## config.mk

```make
export PLATFORM = sky130hd
export DESIGN_NAME = quadratic_bezier_path_tessellator
export DESIGN_NICKNAME = d
export VERILOG_FILES = /design/src/design/qbpt_pkg.sv /design/src/design/quadratic_bezier_path_tessellator.sv /design/src/design/qbpt_front.sv /design/src/design/qbpt_queue.sv /design/src/design/qbpt_back.sv
export SDC_FILE = /design/constraint.sdc
export NUM_CORES = 2
export LEC_CHECK = 0
export BUFFER_PORTS_ARGS = -buffer_cell sky130_fd_sc_hd__buf_2
export CORE_UTILIZATION = 25
export CTS_CLUSTER_SIZE = 40
export DETAILED_ROUTE_END_ITERATION = 7
export GPL_ROUTABILITY_DRIVEN = 1
export PLACE_DENSITY = 0.39
export RECOVER_POWER = 100
export SETUP_SLACK_MARGIN = 0.2
export SYNTH_ARGS = -nofsm -noshare
export SYNTH_HDL_FRONTEND = slang
export SYNTH_HIERARCHICAL = 1
export SYNTH_SLANG_ARGS = --single-unit
```

## constraint.sdc

```tcl
create_clock -name clk -period 6.6 [get_ports clk]
set_clock_uncertainty 0.1 [all_clocks]
set_input_delay 1.32 -clock clk [delete_from_list [all_inputs] [get_ports clk]]
set_output_delay 1.32 -clock clk [all_outputs]
set_load 0.01 [all_outputs]
```

## src/design/qbpt_pkg.sv

```systemverilog
// ----------------------------------------------------------------------------
// qbpt_pkg
// Shared types and constants for the quadratic Bezier path tessellator.
// ----------------------------------------------------------------------------
package qbpt_pkg;

  localparam int COORD_W     = 16;
  localparam int OUT_W       = 23;
  localparam int QUEUE_DEPTH = 2;

  typedef struct packed {
    logic signed [COORD_W-1:0] x;
    logic signed [COORD_W-1:0] y;
    logic signed [COORD_W-1:0] z;
  } point_t;

  typedef struct packed {
    point_t p0;
    point_t p1;
    point_t p2;
  } segment_t;

endpackage

```

## src/design/quadratic_bezier_path_tessellator.sv

```systemverilog
// ----------------------------------------------------------------------------
// quadratic_bezier_path_tessellator
// Chains quadratic Bezier segments from streamed control points and emits
// STEPS exact samples per segment in units of 1/(STEPS*STEPS).
// ----------------------------------------------------------------------------
// The sample generator loads each segment in ST_IDLE, then emits samples in
//   ST_RUN, one sample per cycle while out_ready does not stall the output.
// The 2-entry segment queue lets points be taken while samples drain.
// Reset (rst, synchronous): clears path state, queue and output valid.
module quadratic_bezier_path_tessellator #(
  parameter int STEPS = 10
) (
  input  logic                              clk,
  input  logic                              rst,
  input  logic                              in_valid,
  output logic                              in_ready,
  input  logic                              start_path,
  input  logic signed [qbpt_pkg::COORD_W-1:0] point_x,
  input  logic signed [qbpt_pkg::COORD_W-1:0] point_y,
  input  logic signed [qbpt_pkg::COORD_W-1:0] point_z,
  output logic                              out_valid,
  input  logic                              out_ready,
  output logic signed [qbpt_pkg::OUT_W-1:0] curve_x,
  output logic signed [qbpt_pkg::OUT_W-1:0] curve_y,
  output logic signed [qbpt_pkg::OUT_W-1:0] curve_z,
  output logic                              segment_done
);
  import qbpt_pkg::*;

  point_t   pt;
  segment_t push_data;
  segment_t rd_data;
  logic     push;
  logic     pop;
  logic     q_empty;
  logic     q_full;

  assign pt.x = point_x;
  assign pt.y = point_y;
  assign pt.z = point_z;

  qbpt_front u_front (
    .clk        (clk),
    .rst        (rst),
    .in_valid   (in_valid),
    .in_ready   (in_ready),
    .start_path (start_path),
    .pt         (pt),
    .q_full     (q_full),
    .push       (push),
    .push_data  (push_data)
  );

  qbpt_queue u_queue (
    .clk       (clk),
    .rst       (rst),
    .push      (push),
    .push_data (push_data),
    .pop       (pop),
    .rd_data   (rd_data),
    .empty     (q_empty),
    .full      (q_full)
  );

  qbpt_back #(
    .STEPS (STEPS)
  ) u_back (
    .clk          (clk),
    .rst          (rst),
    .q_empty      (q_empty),
    .seg          (rd_data),
    .pop          (pop),
    .out_valid    (out_valid),
    .out_ready    (out_ready),
    .curve_x      (curve_x),
    .curve_y      (curve_y),
    .curve_z      (curve_z),
    .segment_done (segment_done)
  );

endmodule

```

## src/design/qbpt_front.sv

```systemverilog
// ----------------------------------------------------------------------------
// qbpt_front
// Accepts control points, tracks path state and pushes complete segments.
// ----------------------------------------------------------------------------
module qbpt_front (
  input  logic            clk,
  input  logic            rst,
  input  logic            in_valid,
  output logic            in_ready,
  input  logic            start_path,
  input  qbpt_pkg::point_t pt,
  input  logic            q_full,
  output logic            push,
  output qbpt_pkg::segment_t push_data
);
  import qbpt_pkg::*;

  point_t anchor_point;
  point_t middle_point;
  logic   expect_middle;
  logic   have_anchor;
  logic   accept;
  logic   is_start;

  assign in_ready = !q_full;
  assign accept   = in_valid && in_ready;
  assign is_start = start_path || !have_anchor;
  assign push     = accept && !is_start && !expect_middle;

  assign push_data.p0 = anchor_point;
  assign push_data.p1 = middle_point;
  assign push_data.p2 = pt;

  always_ff @(posedge clk) begin
    if (rst) begin
      anchor_point  <= '0;
      middle_point  <= '0;
      expect_middle <= 1'b0;
      have_anchor   <= 1'b0;
    end else if (accept) begin
      if (is_start) begin
        anchor_point  <= pt;
        have_anchor   <= 1'b1;
        expect_middle <= 1'b1;
      end else if (expect_middle) begin
        middle_point  <= pt;
        expect_middle <= 1'b0;
      end else begin
        anchor_point  <= pt;
        expect_middle <= 1'b1;
      end
    end
  end

  a_close_rearms: assert property (@(posedge clk) disable iff (rst)
    push |=> expect_middle && have_anchor)
    else $error("closing point did not rearm middle expectation");

endmodule

```

## src/design/qbpt_queue.sv

```systemverilog
// ----------------------------------------------------------------------------
// qbpt_queue
// Short segment queue between the front and the sample generator.
// ----------------------------------------------------------------------------
module qbpt_queue (
  input  logic               clk,
  input  logic               rst,
  input  logic               push,
  input  qbpt_pkg::segment_t push_data,
  input  logic               pop,
  output qbpt_pkg::segment_t rd_data,
  output logic               empty,
  output logic               full
);
  import qbpt_pkg::*;

  localparam int PTR_W = (QUEUE_DEPTH > 1) ? $clog2(QUEUE_DEPTH) : 1;
  localparam int CNT_W = $clog2(QUEUE_DEPTH + 1);

  segment_t            entry [QUEUE_DEPTH];
  logic [PTR_W-1:0]    wr_ptr;
  logic [PTR_W-1:0]    rd_ptr;
  logic [CNT_W-1:0]    count;
  logic                do_push;
  logic                do_pop;

  assign empty   = (count == '0);
  assign full    = (count == CNT_W'(QUEUE_DEPTH));
  assign rd_data = entry[rd_ptr];
  assign do_push = push && !full;
  assign do_pop  = pop && !empty;

  always_ff @(posedge clk) begin
    if (do_push) begin
      entry[wr_ptr] <= push_data;
    end
  end

  always_ff @(posedge clk) begin
    if (rst) begin
      wr_ptr <= '0;
      rd_ptr <= '0;
      count  <= '0;
    end else begin
      if (do_push) begin
        wr_ptr <= (wr_ptr == PTR_W'(QUEUE_DEPTH - 1)) ? '0 : wr_ptr + 1'b1;
      end
      if (do_pop) begin
        rd_ptr <= (rd_ptr == PTR_W'(QUEUE_DEPTH - 1)) ? '0 : rd_ptr + 1'b1;
      end
      if (do_push && !do_pop) begin
        count <= count + 1'b1;
      end else if (do_pop && !do_push) begin
        count <= count - 1'b1;
      end
    end
  end

  a_no_overflow: assert property (@(posedge clk) disable iff (rst)
    !(push && full))
    else $error("segment pushed into full queue");

  a_no_underflow: assert property (@(posedge clk) disable iff (rst)
    !(pop && empty))
    else $error("segment popped from empty queue");

endmodule

```

## src/design/qbpt_back.sv

```systemverilog
// ----------------------------------------------------------------------------
// qbpt_back
// Sample generator: forward differences in k, one sample per unstalled cycle.
// ----------------------------------------------------------------------------
module qbpt_back #(
  parameter int STEPS = 10
) (
  input  logic                              clk,
  input  logic                              rst,
  input  logic                              q_empty,
  input  qbpt_pkg::segment_t                seg,
  output logic                              pop,
  output logic                              out_valid,
  input  logic                              out_ready,
  output logic signed [qbpt_pkg::OUT_W-1:0] curve_x,
  output logic signed [qbpt_pkg::OUT_W-1:0] curve_y,
  output logic signed [qbpt_pkg::OUT_W-1:0] curve_z,
  output logic                              segment_done
);
  import qbpt_pkg::*;

  localparam int W   = $clog2(STEPS * STEPS) + COORD_W + 2;
  localparam int K_W = $clog2(STEPS);
  localparam logic signed [W-1:0] C_V0 = W'(STEPS * STEPS);
  localparam logic signed [W-1:0] C_D0 = W'(1 - 2 * STEPS);
  localparam logic signed [W-1:0] C_D1 = W'(2 * (STEPS - 1));
  localparam logic signed [W-1:0] SAT_MAX = W'((1 << (OUT_W - 1)) - 1);
  localparam logic signed [W-1:0] SAT_MIN = -W'(1 << (OUT_W - 1));

  typedef enum logic [1:0] {
    ST_IDLE = 2'b01,
    ST_RUN  = 2'b10
  } state_t;

  state_t                   state;
  logic [K_W-1:0]           k;
  logic signed [W-1:0]      v   [3];
  logic signed [W-1:0]      d   [3];
  logic signed [W-1:0]      dd  [3];
  logic signed [W-1:0]      p0w [3];
  logic signed [W-1:0]      p1w [3];
  logic signed [W-1:0]      p2w [3];
  logic signed [OUT_W-1:0]  sat [3];
  logic                     emit;
  logic                     last;

  function automatic logic signed [OUT_W-1:0] saturate(input logic signed [W-1:0] val);
    logic signed [OUT_W-1:0] r;
    if (val > SAT_MAX) begin
      r = SAT_MAX[OUT_W-1:0];
    end else if (val < SAT_MIN) begin
      r = SAT_MIN[OUT_W-1:0];
    end else begin
      r = val[OUT_W-1:0];
    end
    return r;
  endfunction

  assign p0w[0] = W'(seg.p0.x);
  assign p0w[1] = W'(seg.p0.y);
  assign p0w[2] = W'(seg.p0.z);
  assign p1w[0] = W'(seg.p1.x);
  assign p1w[1] = W'(seg.p1.y);
  assign p1w[2] = W'(seg.p1.z);
  assign p2w[0] = W'(seg.p2.x);
  assign p2w[1] = W'(seg.p2.y);
  assign p2w[2] = W'(seg.p2.z);

  always_comb begin
    for (int i = 0; i < 3; i++) begin
      sat[i] = saturate(v[i]);
    end
  end

  assign pop  = (state == ST_IDLE) && !q_empty;
  assign emit = (state == ST_RUN) && (!out_valid || out_ready);
  assign last = (k == K_W'(STEPS - 1));

  always_ff @(posedge clk) begin
    if (rst) begin
      state     <= ST_IDLE;
      k         <= '0;
      out_valid <= 1'b0;
    end else begin
      unique case (state)
        ST_IDLE: begin
          if (!q_empty) begin
            state <= ST_RUN;
            k     <= '0;
          end
        end
        ST_RUN: begin
          if (emit) begin
            if (last) begin
              state <= ST_IDLE;
            end else begin
              k <= k + 1'b1;
            end
          end
        end
        default: state <= ST_IDLE;
      endcase
      if (emit) begin
        out_valid <= 1'b1;
      end else if (out_ready) begin
        out_valid <= 1'b0;
      end
    end
  end

  always_ff @(posedge clk) begin
    if (pop) begin
      for (int i = 0; i < 3; i++) begin
        v[i]  <= C_V0 * p0w[i];
        d[i]  <= C_D0 * p0w[i] + C_D1 * p1w[i] + p2w[i];
        dd[i] <= (p0w[i] - (p1w[i] <<< 1) + p2w[i]) <<< 1;
      end
    end else if (emit) begin
      for (int i = 0; i < 3; i++) begin
        v[i] <= v[i] + d[i];
        d[i] <= d[i] + dd[i];
      end
    end
  end

  always_ff @(posedge clk) begin
    if (emit) begin
      curve_x      <= sat[0];
      curve_y      <= sat[1];
      curve_z      <= sat[2];
      segment_done <= last;
    end
  end

  a_k_range: assert property (@(posedge clk) disable iff (rst)
    (state == ST_RUN) |-> (k <= K_W'(STEPS - 1)))
    else $error("sample index out of range");

  a_last_ends: assert property (@(posedge clk) disable iff (rst)
    emit && last |=> (state == ST_IDLE) && segment_done)
    else $error("segment did not end after last sample");

endmodule

```

==> flow_summary.toml <==
[floorplan]
initial_core_util = 0.252
die_h_um = 468
fp-row-count = 170
core_mm2 = 0.215
die_area_mm2 = 0.219
ios = 125
dieWidth_um = 468

[drt]
ant_nets = 0
firstDrtPassIters = 5
wl_per_cell_um = 17.5
via_per_inst = 4.28
via_count = 36173
drc_errors = 0
drt_iter0_drc = 1860
drt_wl_total_um = 148000

[cts]
tritoncts = "built"
cts_made_buffers = 82
clockRootBuffer = "clkbuf_16"
ctsHtreeMaxLevel = 3
clock_sinks = 672
cts_hold_buf = 0
clk_pin_slew_ns = 0.06
cts_buffer_depth = 3
clock_latency_ns = 0.69

[synth]
syn-instance-count = 5152
syn_area_per_cell_um2 = 10.6
synth_edf_count = 562
yosysTopAreaCell = "edfxtp_1"
ys_types = 96
seq_area_frac_synth = 0.351
yosysWarnings = 6
netlist.area_leader.share = 0.310
postSynth.asyncResetShare = 0
syn-num-nets = 6201
ys_ff_latch = 672
synth_area_mm2 = 0.0544
synth_top_flop_cell = "edfxtp_1"
netlist_top_cells_area = "edfxtp_1 31%, ha_1 16%, fa_1 11%"

[global_routing]
grt.total_usage = 0.134
grt_pass1_wl_um = 226000
grt_max_degree = 113
grt.overflow.total = 0
grt_pass1_vias = 36994
antenna_found_initial = 23

[finish]
syn_to_final_growth_pct = 18.6
layout_common_cells = "811 x inv_1, 622 x ha_1, 562 x edfxtp_1, 330 x nand2_1, 298 x fa_1"
finalNetCount = 6575
final_common_cell = "inv_1"
layout.cells.non_filler = 8442
drive_gt1_frac = 0.166

[setup_path]
required_ns = 6.92
max_stage_delay_ns = 0.51
worstSetupStartpointType = "flip-flop"
crit_fanout = 6
critPathSlowestCell = "fa_1"
rrSetupSlack_ns = -0.06
cpMostUsedCell = "inv_2"
critical_path_arrival_ns = 6.98
endpoint_kind = "flip-flop"
critPathKind = "flip-flop to flip-flop"

[timing]
rsz0062_at_grt = "true"
layout_min_cycle_time_ns = 6.66
hold_violations = 0
worstMarginPinSlew_ns = 3.68
finalWorstSetupSlack_ns = -0.0591
setup_violations = 6
fin_crit_sh = 1.01
hold_ws_ns = 0.348
slew_headroom = -1.46
drv_slew = 246
max_clock_freq_mhz = 150

[power]
p_sw_frac = 0.415
pwr-share-comb = 0.633
p_seq_frac = 0.207
power_mw = 27.5
ir_drop_v = 0.000277
pwr-share-clk = 0.160
p_sw_mw = 11.4
p_int_mw = 16.1
p_per_area_mw_per_mm2 = 426
p_leak_nw = 28.2

[place]
port_buffers = 124
placed_cells = 8225
routabilityCongestion = 0.816
hpwl_um = 118000
preCtsSetupSlack_ns = -0.358

[hold_path]
hold_path_class = "flip-flop to flip-flop"

[flow_run]
cap_violations = 5

[outcome]
violations = "capacitance limit, slew limit, setup timing"
status = "finished with violations"
[critical path: cells and delay by family, from the launching register on]
family | cells | cell delay [ns]
AOI/OAI and AO/OA | 13 | 2.15
xor gates and xnor gates | 1 | 0.06
adders and majority gates | 8 | 2.72
buffers and inverters | 7 | 0.52
DFF | 1 | 0.41
muxes | 1 | 0.32
and+or+nand+nor | 1 | 0.13
[state kept, by name (all words and copies together) (netlist names), named ones only]
register,cells
u_back/dd,55
u_front/expect_middle,1
u_back/curve_x,23
u_queue/wr_ptr,1
u_queue/count,2
u_back/state,2
u_back/d,74
u_front/push_data,96
u_back/segment_done,1
u_back/k,4
u_back/out_valid,1
u_back/v,75
u_queue/entry,288
u_back/curve_y,23
u_front/have_anchor,1
u_queue/rd_ptr,1
u_back/curve_z,23
[path summary, 6_finish.rpt]
kind | from | to | cells after the start
worst max-delay path | flip-flop | u_back/d[0][22]$_DFFE_PP_ | 31
worst min-delay path | u_front/push_data[66]$_SDFFE_PP0P_ | u_queue/entry[1][66]$_DFFE_PP_ | 0
worst max register to register | flip-flop | u_back/d[0][22]$_DFFE_PP_ | 31
worst min register to register | u_front/push_data[66]$_SDFFE_PP0P_ | u_queue/entry[1][66]$_DFFE_PP_ | 0
[metrics by stage]
step                      utilization  instance area [um2]  TNS [ns]
after floorplan                     -                54700         0
after global placement          0.278                60000     -2.90
after detailed placement        0.278                60000     -4.40
after CTS                       0.296                63700    -0.473
after global routing            0.299                64500     -5.77
final                           0.299                64500    -0.147
[power by group through the flow]
stage	clock (mW)	combinational (mW)	sequential (mW)
finish	4.38	17.4	5.70
global route	4.72	19.3	5.73
CTS	4.57	16.2	5.70
detailed placement	0	14.7	5.78
global placement	0	14.7	5.78
floorplan	0	9.72	5.67
[logic make-up after synthesis]
family | share of synthesized area
AO/OA/AOI/OAI | 0.110
XOR/XNOR | 0.0483
adder cells (fa/ha/maj) | 0.272
buffers and inverters | 0.0753
flip-flops | 0.351
multiplexers | 0.0542
AND/OR/NAND/NOR | 0.0895
[routing by layer]
layer / GRT usage / wire [um]
met5: 0 / 208
met4: 0.0254 / 1770
met3: 0.0182 / 5700
met2: 0.171 / 52700
met1: 0.228 / 87500
[final cells by class]
type                            instances  area [um2]
Clock buffer                          114        2230
Clock inverter                         36         382
Multi-Input combinational cell       3477       32900
Inverter                              860        3240
Tap cell                             2838        3550
Antenna cell                           12        30.0
Fill cell                           22321      151000
Sequential cell                       672       19100
Timing Repair Buffer                  433        3110
[synth_stat cells, types with 46 or more instances]
library cell and number:
nor2_1 212, xor2_1 124, a21oi_1 254, xnor2_1 176
edfxtp_1 562, fa_1 312, dfxtp_1 110, nand2b_1 184
clkbuf_1 67, buf_4 49, a21o_1 123, nor3_1 51
nand3_1 46, ha_1 684, o21ai_0 176, nand2_1 334
mux2i_1 109, mux2_4 60, mux2_2 85, inv_1 860
[what timing repair did]
| item | in CTS | in global routing |
|---|---|---|
| gates cloned | 1 | 0 |
| setup endpoints to repair | 33 | 38 |
| gates resized for setup | 176 | 143 |
| buffers inserted | 32 | 22 |
| pin swaps | 132 | 91 |
Note: power is estimated with default switching activity, not from simulation.
